File: src/design/ppcc_pkg.sv
// ----------------------------------------------------------------------------
// ppcc_pkg: shared types for the ping-pong capture controller
// Event and state codes, the controller state record and the step function
// of the capture sequencer.
// ----------------------------------------------------------------------------
package ppcc_pkg;

  // Largest frame length that is recorded; longer frames saturate to it
  localparam logic [15:0] MaxFrameBytes = 16'd32768;

  // Event codes on the command field; other codes act as a poll
  typedef enum logic [2:0] {
    CmdPicture  = 3'd0,
    CmdDmaDone  = 3'd1,
    CmdRelease1 = 3'd2,
    CmdRelease2 = 3'd3,
    CmdPoll     = 3'd4
  } cmd_e;

  // Sequencer modes
  typedef enum logic [2:0] {
    ModeWaitShutter = 3'd0,
    ModeWaitDma1    = 3'd1,
    ModeWaitDma2    = 3'd2,
    ModeIdle1       = 3'd3,
    ModeIdle2       = 3'd4
  } mode_e;

  // One event as held in the input register
  typedef struct packed {
    logic [2:0]  cmd;
    logic [15:0] len;
  } item_t;

  // Controller state
  typedef struct packed {
    mode_e       mode;
    logic        target_is_two;
    logic        picture_pending;
    logic        dma_done;
    logic        buf_one_ready;
    logic        buf_two_ready;
    logic [15:0] pending_length;
    logic [15:0] stored_length_one;
    logic [15:0] stored_length_two;
  } ctl_state_t;

  // Pulses raised during one event
  typedef struct packed {
    logic start;
    logic buffer;
    logic shutter;
    logic overwrite;
  } pulse_t;

  typedef struct packed {
    ctl_state_t st;
    pulse_t     pl;
  } step_t;

  // One result item
  typedef struct packed {
    logic [2:0]  fsm_state;
    logic        next_target;
    logic        ready_one;
    logic        ready_two;
    logic        start_dma;
    logic        start_buffer;
    logic        shutter_press;
    logic        overwrite_warn;
    logic [15:0] length_one;
    logic [15:0] length_two;
  } outcome_t;

  // One step of the capture sequencer
  function automatic step_t fsm_step(ctl_state_t s);
    step_t r;
    r.st = s;
    r.pl = '0;
    case (s.mode)
      ModeWaitShutter: begin
        if (s.picture_pending) begin
          if (!s.target_is_two && s.buf_one_ready) begin
            r.st.mode = ModeIdle1;
          end else if (s.target_is_two && s.buf_two_ready) begin
            r.st.mode = ModeIdle2;
          end else begin
            r.st.picture_pending = 1'b0;
            r.pl.start           = 1'b1;
            r.pl.buffer          = s.target_is_two;
            if (!s.target_is_two) begin
              r.st.stored_length_one = s.pending_length;
              r.st.target_is_two     = 1'b1;
              r.st.mode              = ModeWaitDma1;
            end else begin
              r.st.stored_length_two = s.pending_length;
              r.st.target_is_two     = 1'b0;
              r.st.mode              = ModeWaitDma2;
            end
          end
        end
      end
      ModeWaitDma1: begin
        if (s.dma_done) begin
          r.st.dma_done      = 1'b0;
          r.pl.overwrite     = s.buf_one_ready;
          r.st.buf_one_ready = 1'b1;
          r.pl.shutter       = 1'b1;
          r.st.mode          = ModeWaitShutter;
        end
      end
      ModeWaitDma2: begin
        if (s.dma_done) begin
          r.st.dma_done      = 1'b0;
          r.pl.overwrite     = s.buf_two_ready;
          r.st.buf_two_ready = 1'b1;
          r.pl.shutter       = 1'b1;
          r.st.mode          = ModeWaitShutter;
        end
      end
      ModeIdle1: begin
        if (!s.buf_one_ready) begin
          r.st.mode = ModeWaitShutter;
        end
      end
      ModeIdle2: begin
        if (!s.buf_two_ready) begin
          r.st.mode = ModeWaitShutter;
        end
      end
      default: begin
        r.st.mode = ModeWaitShutter;
      end
    endcase
    return r;
  endfunction

endpackage

File: src/design/ppcc_in_stage.sv
// ----------------------------------------------------------------------------
// ppcc_in_stage: input register
// Takes one event per cycle while not stalled, saturates the frame length
// and holds the item until the step logic consumes it.
// ----------------------------------------------------------------------------
module ppcc_in_stage (
  input  logic                  clk_i,
  input  logic                  rst_ni,
  input  logic                  in_valid_i,
  output logic                  in_stall_o,
  input  logic [2:0]            command_i,
  input  logic [15:0]           frame_length_i,
  input  logic                  advance_i,
  output logic                  valid_o,
  output ppcc_pkg::item_t       item_o
);

  logic            valid_q, valid_d;
  ppcc_pkg::item_t item_q;
  logic            accept;
  logic [15:0]     len_sat;

  // Stall only while the held item cannot move on
  assign in_stall_o = valid_q && !advance_i;
  assign accept     = in_valid_i && !in_stall_o;

  // Clamp oversized frames
  assign len_sat = (frame_length_i > ppcc_pkg::MaxFrameBytes) ?
                   ppcc_pkg::MaxFrameBytes : frame_length_i;

  // Track occupancy
  always_comb begin
    valid_d = valid_q;
    if (accept) begin
      valid_d = 1'b1;
    end else if (advance_i) begin
      valid_d = 1'b0;
    end
  end

  always_ff @(posedge clk_i or negedge rst_ni) begin
    if (!rst_ni) begin
      valid_q <= 1'b0;
    end else begin
      valid_q <= valid_d;
    end
  end

  // Load payload on accept
  always_ff @(posedge clk_i) begin
    if (accept) begin
      item_q.cmd <= command_i;
      item_q.len <= len_sat;
    end
  end

  assign valid_o = valid_q;
  assign item_o  = item_q;

endmodule

File: src/design/ppcc_step.sv
// ----------------------------------------------------------------------------
// ppcc_step: event and sequencer step logic
// Applies one event to the controller state, runs one sequencer step, or two
// for a release, and forms the result item.
// ----------------------------------------------------------------------------
module ppcc_step (
  input  ppcc_pkg::item_t       item_i,
  input  ppcc_pkg::ctl_state_t  state_i,
  output ppcc_pkg::ctl_state_t  state_o,
  output ppcc_pkg::outcome_t    result_o
);

  ppcc_pkg::ctl_state_t ev;
  ppcc_pkg::step_t      first, second;
  logic                 two_steps;
  ppcc_pkg::pulse_t     pl;

  // Set the event flag or clear a ready flag
  always_comb begin
    ev        = state_i;
    two_steps = 1'b0;
    case (item_i.cmd)
      ppcc_pkg::CmdPicture: begin
        ev.pending_length  = item_i.len;
        ev.picture_pending = 1'b1;
      end
      ppcc_pkg::CmdDmaDone: begin
        ev.dma_done = 1'b1;
      end
      ppcc_pkg::CmdRelease1: begin
        ev.buf_one_ready = 1'b0;
        two_steps        = 1'b1;
      end
      ppcc_pkg::CmdRelease2: begin
        ev.buf_two_ready = 1'b0;
        two_steps        = 1'b1;
      end
      default: begin
      end
    endcase
  end

  // Next state: one or two sequencer steps
  always_comb begin
    first  = ppcc_pkg::fsm_step(ev);
    second = ppcc_pkg::fsm_step(first.st);
    if (two_steps) begin
      state_o = second.st;
      pl      = first.pl | second.pl;
    end else begin
      state_o = first.st;
      pl      = first.pl;
    end
  end

  // Result item
  always_comb begin
    result_o.fsm_state      = state_o.mode;
    result_o.next_target    = state_o.target_is_two;
    result_o.ready_one      = state_o.buf_one_ready;
    result_o.ready_two      = state_o.buf_two_ready;
    result_o.start_dma      = pl.start;
    result_o.start_buffer   = pl.start & pl.buffer;
    result_o.shutter_press  = pl.shutter;
    result_o.overwrite_warn = pl.overwrite;
    result_o.length_one     = state_o.stored_length_one;
    result_o.length_two     = state_o.stored_length_two;
  end

endmodule

File: src/design/ppcc_out_stage.sv
// ----------------------------------------------------------------------------
// ppcc_out_stage: result register
// Holds one result item until the receiver takes it.
// ----------------------------------------------------------------------------
module ppcc_out_stage (
  input  logic                clk_i,
  input  logic                rst_ni,
  input  logic                load_i,
  input  ppcc_pkg::outcome_t  result_i,
  input  logic                out_stall_i,
  output logic                out_valid_o,
  output logic                free_o,
  output ppcc_pkg::outcome_t  result_o
);

  logic               valid_q, valid_d;
  ppcc_pkg::outcome_t result_q;

  // Room for a new item when empty or draining this cycle
  assign free_o = !valid_q || !out_stall_i;

  always_comb begin
    valid_d = valid_q;
    if (load_i) begin
      valid_d = 1'b1;
    end else if (valid_q && !out_stall_i) begin
      valid_d = 1'b0;
    end
  end

  always_ff @(posedge clk_i or negedge rst_ni) begin
    if (!rst_ni) begin
      valid_q <= 1'b0;
    end else begin
      valid_q <= valid_d;
    end
  end

  // Capture result
  always_ff @(posedge clk_i) begin
    if (load_i) begin
      result_q <= result_i;
    end
  end

  assign out_valid_o = valid_q;
  assign result_o    = result_q;

endmodule

File: src/design/ping_pong_capture_controller.sv
// ----------------------------------------------------------------------------
// ping_pong_capture_controller: double-buffered capture sequencer
// Alternates DMA between two frame buffers, never starting DMA into a
// buffer that still holds an unconsumed frame.
// ----------------------------------------------------------------------------
//
//   channel | valid       | stall       | payload
//   --------+-------------+-------------+-----------------------------------
//   in      | in_valid_i  | in_stall_o  | command_i, frame_length_i
//   out     | out_valid_o | out_stall_i | fsm_state_o .. length_two_o
//
// One item per cycle while the output does not stall: an item is held in the
// input register; the step logic updates the controller state and fills the
// result register at the same edge, so the next item sees the updated state.
// An accepted item passes the input register, then the result register.
// Reset clears the controller state and both stage valid bits.
// A stall on the output holds the result register; the input register then
// fills and in_stall_o rises until the output drains.
module ping_pong_capture_controller (
  input  logic        clk_i,
  input  logic        rst_ni,
  input  logic        in_valid_i,
  output logic        in_stall_o,
  input  logic [2:0]  command_i,
  input  logic [15:0] frame_length_i,
  output logic        out_valid_o,
  input  logic        out_stall_i,
  output logic [2:0]  fsm_state_o,
  output logic        next_target_o,
  output logic        ready_one_o,
  output logic        ready_two_o,
  output logic        start_dma_o,
  output logic        start_buffer_o,
  output logic        shutter_press_o,
  output logic        overwrite_warn_o,
  output logic [15:0] length_one_o,
  output logic [15:0] length_two_o
);

  logic                 s1_valid;
  ppcc_pkg::item_t      s1_item;
  logic                 out_free;
  logic                 advance;
  ppcc_pkg::ctl_state_t state_q, state_d;
  ppcc_pkg::outcome_t   step_result;
  ppcc_pkg::outcome_t   out_result;

  // Move the held item on when the result register has room
  assign advance = s1_valid && out_free;

  ppcc_in_stage u_in_stage (
    .clk_i          (clk_i),
    .rst_ni         (rst_ni),
    .in_valid_i     (in_valid_i),
    .in_stall_o     (in_stall_o),
    .command_i      (command_i),
    .frame_length_i (frame_length_i),
    .advance_i      (advance),
    .valid_o        (s1_valid),
    .item_o         (s1_item)
  );

  ppcc_step u_step (
    .item_i   (s1_item),
    .state_i  (state_q),
    .state_o  (state_d),
    .result_o (step_result)
  );

  // Commit controller state per item
  always_ff @(posedge clk_i or negedge rst_ni) begin
    if (!rst_ni) begin
      state_q.mode              <= ppcc_pkg::ModeWaitShutter;
      state_q.target_is_two     <= 1'b0;
      state_q.picture_pending   <= 1'b0;
      state_q.dma_done          <= 1'b0;
      state_q.buf_one_ready     <= 1'b0;
      state_q.buf_two_ready     <= 1'b0;
      state_q.pending_length    <= '0;
      state_q.stored_length_one <= '0;
      state_q.stored_length_two <= '0;
    end else if (advance) begin
      state_q <= state_d;
    end
  end

  ppcc_out_stage u_out_stage (
    .clk_i       (clk_i),
    .rst_ni      (rst_ni),
    .load_i      (advance),
    .result_i    (step_result),
    .out_stall_i (out_stall_i),
    .out_valid_o (out_valid_o),
    .free_o      (out_free),
    .result_o    (out_result)
  );

  assign fsm_state_o      = out_result.fsm_state;
  assign next_target_o    = out_result.next_target;
  assign ready_one_o      = out_result.ready_one;
  assign ready_two_o      = out_result.ready_two;
  assign start_dma_o      = out_result.start_dma;
  assign start_buffer_o   = out_result.start_buffer;
  assign shutter_press_o  = out_result.shutter_press;
  assign overwrite_warn_o = out_result.overwrite_warn;
  assign length_one_o     = out_result.length_one;
  assign length_two_o     = out_result.length_two;

endmodule

File: config.mk
export PLATFORM = sky130hd
export DESIGN_NAME = ping_pong_capture_controller
export DESIGN_NICKNAME = d
export VERILOG_FILES = /design/src/design/ppcc_pkg.sv /design/src/design/ppcc_in_stage.sv /design/src/design/ppcc_step.sv /design/src/design/ppcc_out_stage.sv /design/src/design/ping_pong_capture_controller.sv
export SDC_FILE = /design/constraint.sdc
export NUM_CORES = 1
export LEC_CHECK = 0
export ABC_AREA = 1
export BUFFER_PORTS_ARGS = -buffer_cell sky130_fd_sc_hd__buf_4
export CAP_MARGIN = 10
export CORE_MARGIN = 5
export CORE_UTILIZATION = 30
export DETAILED_ROUTE_END_ITERATION = 10
export PLACE_DENSITY = 0.55
export SETUP_SLACK_MARGIN = 0.4
export SYNTH_ARGS = -nofsm -noshare
export SYNTH_HDL_FRONTEND = slang
export SYNTH_SLANG_ARGS = --single-unit
File: constraint.sdc
create_clock -name clk_i -period 2 [get_ports clk_i]
set_input_delay 0.1 -clock clk_i [delete_from_list [all_inputs] [get_ports clk_i]]
set_output_delay 0.1 -clock clk_i [all_outputs]
set_load 0.03 [all_outputs]
==> results.sh <==
export IMPL_vias_per_cell=4.44
export IMPL_clk_latency_ns=0.42
export IMPL_drive_gt1_frac=0.330
export IMPL_cts_sinks=119
export IMPL_die_w_um=147
export IMPL_yosys_warnings=0
export IMPL_io_buffers=66
export IMPL_dr_pass1_iters=5
export IMPL_synthCells=621
export IMPL_clock_path_buffers=2
export IMPL_outcome="complete, but fails checks"
export IMPL_drc_errors=0
export IMPL_start_util=0.303
export IMPL_std_cell_rows=50
export IMPL_grt_max_degree=78
export IMPL_worstPathRequired_ns=2.16
export IMPL_power_leakage_uw=0.00382
export IMPL_ir_worst_vdd_mv=0.735
export IMPL_cts_tree="yes"
export IMPL_synthToLayoutAreaGrowth_pct=41.6
export IMPL_routed_wirelength_um=13800
export IMPL_seq_area_frac_synth=0.582
export IMPL_yosys_area_top_type="edfxtp_1"
export IMPL_powerDensity_nw_per_um2=1400
export IMPL_numCtsBuffers=17
export IMPL_r2r_setup_slack_ns=-0.09
export IMPL_final_common_cell="nand2_1"
export IMPL_root_buffer="clkbuf_16"
export IMPL_rr_startpoint="u_in_stage.item_o[17]$_DFFE_PP_"
export IMPL_fillers=1831
export IMPL_syn_area_um2=5640
export IMPL_max_freq_mhz=480
export IMPL_period_needed_ns=2.09
export IMPL_regArea_um2=3280
export IMPL_die_area_um2=21700
export IMPL_worstSetupStartpointType="register"
export IMPL_drv_cap=0
export IMPL_overflow=0
export IMPL_setup_viol=50
export IMPL_dpl_hpwl_um=9220
export IMPL_die_y_um=147
export IMPL_arrival_ns=2.24
export IMPL_violations="negative setup slack"
export IMPL_grt_pass1_wl_um=22600
export IMPL_avgRoutedWirePerCell_um=13.6
export IMPL_worst_pin_slew_ns=0.816
export IMPL_antenna_diode_count=0
export IMPL_synth_area_per_cell_um2=9.09
export IMPL_reg2reg_to="u_out_stage.result_o[7]$_DFFE_PP_"
export IMPL_grtUsageTotal=0.132
export IMPL_reg2reg_depth=10
export IMPL_hold_depth=3
export IMPL_yosys_top_cells_area="edfxtp_1, dfrtp_1, nand2_1"
export IMPL_whs_endpoint="u_in_stage.item_o[10]$_SDFFCE_PN0P_"
export IMPL_slew_headroom=0.456
export IMPL_yosysTopAreaCellShare=0.325
export IMPL_final_hold_violation_count=0
export IMPL_end_kind="register"
export IMPL_hold_start="frame_length_i[10]"
export IMPL_crit_type="register to register"
export IMPL_instances_no_fill=1018
export IMPL_drtIter0Drc=279
export IMPL_antenna_found_initial=0
export IMPL_num_vias=4523
export IMPL_p_total_uw=11100
export IMPL_rsz0062_at_grt="true"
export IMPL_grt_pass1_vias=4480
export IMPL_syn_nets=644
export IMPL_multi_input_area_um2=2200
export IMPL_whs_ns=0.00538
export IMPL_ioPinCount=67
export IMPL_detail_route_antenna_nets=0
export IMPL_drv_slew=0
export IMPL_htree_num_levels=4
export IMPL_nNetsFinal=794
export IMPL_min_period_over_period=1.04
export IMPL_path_max_fanout=11
export IMPL_synth_distinct_cells=37
export IMPL_layout_setup_ws_ns=-0.0854
export IMPL_synth_seq_cells=119
export IMPL_core_um2=18600
export IMPL_dp_cells=955
export IMPL_final_cell_mix="nand2_1, buf_4, edfxtp_1"
export IMPL_skew_ns=0.00778
export IMPL_clkTransAtPathRegs_ns=0.06
export IMPL_hp_class="input pin to register"
export IMPL_gp_congestion=0.852
## Yosys cell counts (all sizes together)
master and instances:
clkinv 2, clkbuf 13, buf 10, and2 11, o211ai 1, a21boi 1, nor2 41, nand3 38
o21a 4, inv 68, nor3 2, a31oi 3, nand2 212, or2 1, o21ai 70, edfxtp 61
o21bai 1, nand4 1, dfrtp 58, mux2i 13, a21oi 7, nor4 3
## per-stage QoR
step / setup slack, ns / util / cell area [um2] / TNS (ns)
global route: -0.190 / 0.428 / 7990 / -9.46
detailed placement: -0.106 / 0.368 / 6860 / -3.00
CTS: -0.0849 / 0.419 / 7820 / -2.01
floorplan: 0.0197 / - / 5690 / 0
finish: -0.0854 / 0.428 / 7990 / -1.96
global placement: -0.0965 / 0.368 / 6860 / -1.35
## cell families (layout without fill, tap and decap cells)
group,count (synthesis),after routing,synth area share
AO/OA/AOI/OAI,87,87,0.0900
buffers and inverters,93,256,0.0663
flip-flops,119,119,0.582
multiplexers,13,13,0.0231
AND/OR/NAND/NOR,309,309,0.239
## worst max-delay path: stages, from the launching register on
cell and delay [ns]:
edfxtp_1 0.45, nand3_1 0.15, nand2_2 0.10, nand2_1 0.08
nand2_2 0.06, a21oi_2 0.20, nand3_4 0.13, nor2_4 0.18
nand2_8 0.11, buf_12 0.16, o21a_1 0.20
## worst max path at each step
stage / start / endpoint / slack (ns) / cells after the start
floorplan: u_in_stage.item_o[17]$_DFFE_PP_ / u_out_stage.result_o[31]$_DFFE_PP_ / 0.02 / 12
detailed placement: u_in_stage.item_o[18]$_DFFE_PP_ / u_out_stage.result_o[2]$_DFFE_PP_ / -0.11 / 10
finish: u_in_stage.item_o[17]$_DFFE_PP_ / u_out_stage.result_o[7]$_DFFE_PP_ / -0.09 / 10
global placement: u_in_stage.item_o[16]$_DFFE_PP_ / u_out_stage.result_o[2]$_DFFE_PP_ / -0.1 / 9
CTS: u_in_stage.item_o[17]$_DFFE_PP_ / u_out_stage.result_o[2]$_DFFE_PP_ / -0.08 / 10
global route: u_in_stage.item_o[17]$_DFFE_PP_ / u_out_stage.result_o[16]$_DFFE_PP_ / -0.19 / 11
## state kept, by name, indices dropped and copies added (netlist names)
signal and flops:
state_q 56, u_in_stage.item_o 19, u_in_stage.valid_o 1, u_out_stage.out_valid_o 1
u_out_stage.result_o 42
## final cells by class
| cell class | instances | area share |
|---|---|---|
| clock buffer | 18 | 0.0537 |
| inverter | 70 | 0.0343 |
| multi-input combinational | 409 | 0.276 |
| clock inverter | 14 | 0.0199 |
| tap | 234 | 0.0367 |
| sequential | 119 | 0.411 |
| timing repair buffer | 154 | 0.168 |
## report_power, final
| group | leakage [uW] | total [uW] | internal, uW | switching [uW] |
|---|---|---|---|---|
| Combinational | 0.00218 | 4330 | 1800 | 2520 |
| Clock | 0.000283 | 3040 | 1940 | 1100 |
| Sequential | 0.00136 | 3780 | 3440 | 341 |
| Total | 0.00382 | 11100 | 7180 | 3960 |
## metal layers
layer  routed length, um  track usage  vias up
met5                   0            0        -
met4                 262       0.0531        0
met3                 657       0.0342       22
met2                6430        0.206      100
met1                6490        0.176     2087
li1                    -            -     2314
## repair_timing
| action | CTS | global route |
|---|---|---|
| buffers inserted | 8 | 8 |
| setup endpoints to repair | 82 | 109 |
| hold endpoints to repair | 71 | 0 |
| cloned | 0 | 1 |
| pin swaps | 12 | 11 |
| hold buffers | 14 | 0 |
| resized for setup | 50 | 29 |
Note: power is estimated with default switching activity, not from simulation.
